File: src/dct8_pkg.sv
// Types, widths and the Q1.14 cosine table for the 8x8 forward DCT.
package dct8_pkg;

    localparam int BLOCK_DIM = 8;
    localparam int DIM_W     = 3;
    localparam int NSAMP     = BLOCK_DIM * BLOCK_DIM;
    localparam int IDX_W     = 6;

    localparam int SAMP_W    = 9;
    localparam int COEF_W    = 15;   // signed Q1.14 table entry
    localparam int ROW_W     = 26;   // row-pass word, 14 fraction bits
    localparam int PROD_W    = ROW_W + COEF_W;
    localparam int ACC_W     = PROD_W + DIM_W;
    localparam int RND_SHIFT = 26;   // 28 fraction bits down to quarters
    localparam int SCL_W     = ACC_W - RND_SHIFT;
    localparam int OUT_W     = 14;

    localparam int SEQ_W     = 1 + 3 * DIM_W;   // {phase, i, j, k}

    localparam logic signed [SCL_W-1:0] SCL_MAX = 18'sd8191;
    localparam logic signed [SCL_W-1:0] SCL_MIN = -18'sd8192;
    localparam logic signed [ACC_W-1:0] RND_HALF = 44'sd33554432;

    typedef logic signed [COEF_W-1:0] t_coef;

    // s(i) * cos(m*pi/16) rounded to Q1.14
    localparam t_coef K0 = 15'sd5793;
    localparam t_coef K1 = 15'sd8035;
    localparam t_coef K2 = 15'sd7568;
    localparam t_coef K3 = 15'sd6811;
    localparam t_coef K4 = 15'sd5793;
    localparam t_coef K5 = 15'sd4551;
    localparam t_coef K6 = 15'sd3135;
    localparam t_coef K7 = 15'sd1598;

    // C[i][j] at index i*8 + j
    localparam t_coef C_TAB [0:NSAMP-1] = '{
         K0,  K0,  K0,  K0,  K0,  K0,  K0,  K0,
         K1,  K3,  K5,  K7, -K7, -K5, -K3, -K1,
         K2,  K6, -K6, -K2, -K2, -K6,  K6,  K2,
         K3, -K7, -K1, -K5,  K5,  K1,  K7, -K3,
         K4, -K4, -K4,  K4,  K4, -K4, -K4,  K4,
         K5, -K1,  K7,  K3, -K3, -K7,  K1, -K5,
         K6, -K2,  K2, -K6, -K6,  K2, -K2,  K6,
         K7, -K5,  K3, -K1,  K1, -K3,  K5, -K7
    };

    typedef enum logic [2:0] {
        ST_LOAD  = 3'b001,
        ST_RUN   = 3'b010,
        ST_DRAIN = 3'b100
    } t_state;

    // control that travels down the MAC pipeline beside the data
    typedef struct packed {
        logic             vld;
        logic             phase;   // 0: row pass, 1: column pass
        logic             first;
        logic             lastk;
        logic [IDX_W-1:0] idx;
    } t_ctl;

endpackage

File: src/dct_8x8_forward.sv
// Forward 8x8 DCT-II top level: sample store, shared MAC, row-pass store, output rounding.
//
//  port group       dir  width      transfer
//  start/i_sample   in   1 / 9      start high and busy low at the clock edge
//  o_valid/o_coef*  out  1/14/6/1   o_valid high for one cycle, always taken
//
// 64 samples are taken one per cycle while busy is low and start is high.
// After the 64th, busy rises and one shared 26x15 multiplier with a 44-bit
// accumulator runs 1024 products (512 row pass, 512 column pass), one per
// cycle, then the pipeline drains. Coefficients leave during the column pass,
// one per finished sum over k; busy falls with the last one. Reset clears the
// sequencer and the pipeline and output valid flags; stores hold garbage.
module dct_8x8_forward
    import dct8_pkg::*;
(
    input  logic                     i_clk,
    input  logic                     i_rst_n,
    input  logic                     start,
    input  logic signed [SAMP_W-1:0] i_sample,
    output logic                     busy,
    output logic                     o_valid,
    output logic signed [OUT_W-1:0]  o_coefficient,
    output logic [IDX_W-1:0]         o_coef_index,
    output logic                     o_last
);

    t_state r_state, n_state;
    logic [IDX_W-1:0] r_count;
    logic [SEQ_W-1:0] r_seq;

    logic [SAMP_W-1:0] sample_mem [0:NSAMP-1];
    logic [ROW_W-1:0]  row_mem    [0:NSAMP-1];

    logic [SAMP_W-1:0] r_smp_rd;
    logic [ROW_W-1:0]  r_row_rd;
    t_coef             r_coef;
    t_ctl              n_ctl0, r_ctl1, r_ctl2;

    logic signed [ROW_W-1:0]  w_op;
    logic signed [PROD_W-1:0] w_prod;
    logic signed [PROD_W-1:0] r_prod;
    logic signed [ACC_W-1:0]  r_acc;
    logic signed [ACC_W-1:0]  w_sum;

    logic                     r_fin_vld;
    logic [IDX_W-1:0]         r_fin_idx;
    logic signed [ACC_W-1:0]  r_fin_sum;
    logic signed [ACC_W-1:0]  w_rnd;
    logic signed [SCL_W-1:0]  w_scaled;
    logic signed [OUT_W-1:0]  w_sat;

    logic             w_accept;
    logic             w_phase;
    logic [DIM_W-1:0] w_i, w_j, w_k;

    assign w_accept = start && !busy;
    assign busy     = (r_state != ST_LOAD);
    assign {w_phase, w_i, w_j, w_k} = r_seq;

    always_comb begin
        n_state = r_state;
        unique case (r_state)
            ST_LOAD: begin
                if (w_accept && r_count == IDX_W'(NSAMP - 1)) n_state = ST_RUN;
            end
            ST_RUN: begin
                if (&r_seq) n_state = ST_DRAIN;
            end
            ST_DRAIN: begin
                if (r_fin_vld && r_fin_idx == IDX_W'(NSAMP - 1)) n_state = ST_LOAD;
            end
            default: n_state = ST_LOAD;
        endcase
    end

    always_ff @(posedge i_clk) begin
        if (!i_rst_n) begin
            r_state <= ST_LOAD;
            r_count <= '0;
            r_seq   <= '0;
        end else begin
            r_state <= n_state;
            if (w_accept) r_count <= r_count + 1'b1;
            if (r_state == ST_RUN) r_seq <= r_seq + 1'b1;
            else r_seq <= '0;
        end
    end

    // sample store: written on transfer, read in the row pass at B[k][j]
    always_ff @(posedge i_clk) begin
        if (w_accept) sample_mem[r_count] <= i_sample;
        r_smp_rd <= sample_mem[{w_k, w_j}];
        r_row_rd <= row_mem[{w_i, w_k}];
    end

    always_comb begin
        n_ctl0.vld   = (r_state == ST_RUN);
        n_ctl0.phase = w_phase;
        n_ctl0.first = (w_k == '0);
        n_ctl0.lastk = (&w_k);
        n_ctl0.idx   = {w_i, w_j};
    end

    // stage 1: operand fetch and coefficient lookup
    always_ff @(posedge i_clk) begin
        r_coef <= w_phase ? C_TAB[{w_j, w_k}] : C_TAB[{w_i, w_k}];
        if (!i_rst_n) r_ctl1 <= '0;
        else r_ctl1 <= n_ctl0;
    end

    assign w_op   = r_ctl1.phase ? signed'(r_row_rd)
                                 : signed'({{(ROW_W - SAMP_W){r_smp_rd[SAMP_W-1]}}, r_smp_rd});
    assign w_prod = w_op * r_coef;

    // stage 2: product register
    always_ff @(posedge i_clk) begin
        r_prod <= w_prod;
        if (!i_rst_n) r_ctl2 <= '0;
        else r_ctl2 <= r_ctl1;
    end

    assign w_sum = (r_ctl2.first ? '0 : r_acc)
                 + {{(ACC_W - PROD_W){r_prod[PROD_W-1]}}, r_prod};

    // stage 3: accumulate; row-pass results go back into the row store
    always_ff @(posedge i_clk) begin
        if (r_ctl2.vld) r_acc <= w_sum;
        if (r_ctl2.vld && r_ctl2.lastk && !r_ctl2.phase)
            row_mem[r_ctl2.idx] <= w_sum[ROW_W-1:0];
        r_fin_idx <= r_ctl2.idx;
        r_fin_sum <= w_sum;
        if (!i_rst_n) r_fin_vld <= 1'b0;
        else r_fin_vld <= r_ctl2.vld && r_ctl2.lastk && r_ctl2.phase;
    end

    // round to quarters (half up), then saturate
    assign w_rnd    = r_fin_sum + RND_HALF;
    assign w_scaled = w_rnd[ACC_W-1:RND_SHIFT];

    always_comb begin
        if (w_scaled > SCL_MAX) w_sat = SCL_MAX[OUT_W-1:0];
        else if (w_scaled < SCL_MIN) w_sat = SCL_MIN[OUT_W-1:0];
        else w_sat = w_scaled[OUT_W-1:0];
    end

    always_ff @(posedge i_clk) begin
        o_coefficient <= w_sat;
        o_coef_index  <= r_fin_idx;
        if (!i_rst_n) begin
            o_valid <= 1'b0;
            o_last  <= 1'b0;
        end else begin
            o_valid <= r_fin_vld;
            o_last  <= r_fin_vld && (r_fin_idx == IDX_W'(NSAMP - 1));
        end
    end

    a_last_index: assert property (@(posedge i_clk) disable iff (!i_rst_n)
        o_valid && o_last |-> o_coef_index == IDX_W'(NSAMP - 1))
        else $error("last strobe on wrong coefficient index");

    a_out_while_busy: assert property (@(posedge i_clk) disable iff (!i_rst_n)
        o_valid && !o_last |-> busy)
        else $error("coefficient transfer while idle");

    a_busy_fall: assert property (@(posedge i_clk) disable iff (!i_rst_n)
        $fell(busy) |-> o_valid && o_last)
        else $error("busy dropped before the last coefficient");

    a_no_mac_in_load: assert property (@(posedge i_clk) disable iff (!i_rst_n)
        r_state == ST_LOAD |-> !n_ctl0.vld)
        else $error("MAC issued while loading samples");

endmodule
File: config.mk
export PLATFORM = sky130hd
export DESIGN_NAME = dct_8x8_forward
export DESIGN_NICKNAME = d
export VERILOG_FILES = /design/src/dct8_pkg.sv /design/src/dct_8x8_forward.sv
export SDC_FILE = /design/constraint.sdc
export NUM_CORES = 2
export LEC_CHECK = 0
export ABC_AREA = 1
export BUFFER_PORTS_ARGS = -buffer_cell sky130_fd_sc_hd__buf_2
export CAP_MARGIN = 5
export CELL_PAD_IN_SITES_DETAIL_PLACEMENT = 1
export CELL_PAD_IN_SITES_GLOBAL_PLACEMENT = 1
export CORE_UTILIZATION = 30
export DETAILED_ROUTE_END_ITERATION = 12
export PLACE_DENSITY_LB_ADDON = 0.1
export REMOVE_ABC_BUFFERS = 1
export SLEW_MARGIN = 20
export SYNTH_ARGS = -nofsm -noshare
export SYNTH_HDL_FRONTEND = slang
export SYNTH_SLANG_ARGS = --single-unit
File: constraint.sdc
create_clock -name i_clk -period 6.25 [get_ports i_clk]
set_clock_uncertainty 0.15 [all_clocks]
set_input_delay 0.625 -clock i_clk [delete_from_list [all_inputs] [get_ports i_clk]]
set_output_delay 0.625 -clock i_clk [all_outputs]
set_load 0.1 [all_outputs]
==> metrics.txt <==
die area=about 390000 sq um; clk buf depth=4; share of cells above drive strength 1=10.3%; Yosys top cell area share=between 50% and 60%; FP Rows=approximately 230; Post-synth ARST share=0%; synth top area cells=edfxtp_1 59%, nor2_1 6.9%, fa_1 6.3%, nand2_1 5.6%, o21ai_0 4.5%; Worst EP required=a little under 7000 ps; synthesized area=around 120000 sq um; number of global-route vias before repair=between 80000 and 90000; crit path DAT=around 6700 ps; final hold vios=0; Finished Cell Area=around 130000 sq um; Final Max Tran Viols=0; number of synthesized flops with an enable pin=between 2000 and 2500; number of port buffers=34; post-layout minimum cycle time=around 6000 ps; Die Width=623 um; register area share after synthesis=62.3%; status=completed; Max-cap violations=0; H-Tree Depth=5; Clock transition at path regs=60 ps; cell count of the worst reg-to-reg path=27; CTS tree=built; Worst VDD drop=0.509 mV; GR Util All Layers=20.6%; fmax=about 170 MHz; DRC viols=0; Clock Latency Late Sink=approximately 920 ps; dominant cell type by area after synthesis=edfxtp_1; Worst Setup End Kind=flip-flop; clock root buffer=clkbuf_16; HP Class=input port to flip-flop; initial drt markers=around 5600; Layout Cells excl Fill=about 16000; highest-count cells in the layout ignoring fill and taps=2284 x edfxtp_1, 2030 x nor2_1, 1693 x nand2_1, 1034 x o21ai_0, 872 x inv_1; Filler cells=41972; mean post-synth cell area=between 10 and 15 sq um; pin count of the biggest net entering global routing=around 180; Placed Area=between 100000 and 150000 sq um; grt ovf=0; via/cell ratio=about 5; total CTS buffers=between 200 and 300; Die Height=between 600 and 700 um; via count=80811; measured slew at the worst slew-check pin=around 1200 ps; pwr dens=404 nW/um^2; Starting Density=roughly 30%; period utilization=96.8%; Pleak=49.9 nW; Hold Path Depth=5; routability cong.=0.858; Worst Path Max Fanout=10; Yosys warning total=0; first-pass GRT wire length=592 mm; layout net count=around 12000; Mapped Cells=10849; ys flop type=edfxtp_1; IO Count=35; Final HPWL DP=approximately 250 mm; First-pass DRT Iterations=5; startpoint types=flip-flop; Netlist cell types=46; number of cells after detailed placement=roughly 16000; initial antenna violation count=19; hold-fix buffers at CTS=0; Synth-to-Final Area Change=16.2%; setup violation total in the final timing report=0; Final ANT Viol Nets=0; RSZ-0062 raised after global routing=true; final WL=about 400 mm; hold_ws=between 50 and 60 ps; commonest non-fill, non-tap cell in the layout=edfxtp_1; core area=between 300000 and 400000 sq um; WL per Instance=25.0 um; worst rel slew slack=about 23%; WS Path Type=flip-flop to flip-flop; Synth Register Bits=2461; clock sink total=2461
[final timing paths]
path / startpoint / to / slack [ps]
max: r_ctl1[8]$_SDFF_PN0_ / r_prod[39]$_DFF_P_ / 200
min: start / r_count[2]$_SDFFE_PN0P_ / 60
max reg2reg: r_ctl1[8]$_SDFF_PN0_ / r_prod[39]$_DFF_P_ / 200
min reg2reg: r_fin_idx[3]$_DFF_P_ / o_coef_index[3]$_DFF_P_ / 220
[kinds of logic after synthesis]
| group | count (synthesis) | share of synthesized area, % |
|---|---|---|
| and+or+nand+nor | 4557 | 15.6 |
| AOI/OAI and AO/OA | 1759 | 8.22 |
| buffers and inverters | 1474 | 5.29 |
| adders and majority gates | 527 | 8.07 |
| DFF | 2461 | 62.3 |
| xor gates and xnor gates | 71 | 0.537 |
[per-stage QoR]
step	setup slack [ps]	power, mW	setup TNS (ps)	utilization, %
finish	203	54.4	0	35.1
global route	-55.7	57.3	-104	35.1
CTS	2.32	54.2	0	34.8
detailed placement	-329	37.1	-4390	32.4
global placement	-343	36.9	-4100	32.3
floorplan	-36980	29.4	-1964010	-
[Yosys cell counts, drive strengths merged (6+ instances only)]
cell	n
buf	298
a31oi	8
a21oi	217
or2	23
ha	160
inv	904
xor2	48
nand3	618
dfxtp	177
clkinv	14
clkbuf	258
o21bai	15
nor3	19
fa	367
nand2	1718
xnor2	23
nand4	31
edfxtp	2284
nand3b	6
nor2	2136
o22ai	61
o21ai	1225
o211ai	213
[power by group]
group / leakage, nW / internal [mW] / switching, mW / total, mW
registers: 22.0 / 21.2 / 0.240 / 21.4
clock network: 4.60 / 9.81 / 7.13 / 16.9
logic: 23.3 / 5.19 / 10.9 / 16.1
total: 49.9 / 36.2 / 18.2 / 54.4
[sequential cells by signal, indices dropped and copies added, names as in the netlist, 10 cells and up]
register       count
r_row_rd          26
o_coefficient     14
r_fin_sum         19
row_mem         1664
r_seq             10
r_ctl2            10
r_acc             44
r_coef            14
sample_mem       576
r_prod            41
r_ctl1            10
[area by class of cell]
class	count	area, sq um	area share [%]
Sequential cell	2461	72200	53.6
Multi-Input combinational cell	6914	39100	29.0
Clock buffer	376	8020	5.96
Tap cell	5038	6300	4.68
Timing Repair Buffer	443	4090	3.04
Inverter	918	3520	2.61
Clock inverter	160	1340	0.996
Antenna cell	22	55.1	0.0409
Timing Repair inverter	2	25.0	0.0186
[timing repair]
item                                    4_1_cts  5_1_grt
endpoints found under the setup margin       23       27
pin swaps                                     0       24
gates resized for setup                      24      163
cloned                                        0        2
buffers inserted                              1       15
[layer usage]
metal	vias to the layer above	track usage (%)	part of all wire, %
li1	37149	-	-
met1	41673	28.7	47
met2	1490	33.8	47
met3	497	2.09	3.5
met4	2	6.05	3.1
met5	-	0	0.0032
[worst max-delay path, stage by stage, from the launching register on]
cell,delay [ps]
dfxtp_4,360
inv_2,60
nand2_2,70
buf_12,160
clkinv_8,100
a21oi_1,70
inv_1,160
buf_12,150
nand2_1,70
fa_1,550
inv_1,60
fa_1,610
fa_1,450
fa_1,480
fa_1,500
inv_1,50
fa_1,480
inv_1,40
ha_1,310
buf_4,180
nand2_1,130
inv_1,60
a21oi_1,190
nand2_1,130
a21oi_2,160
nand3_1,90
nand2_1,60
nand2_1,50
Note: power is estimated with default switching activity, not from simulation.
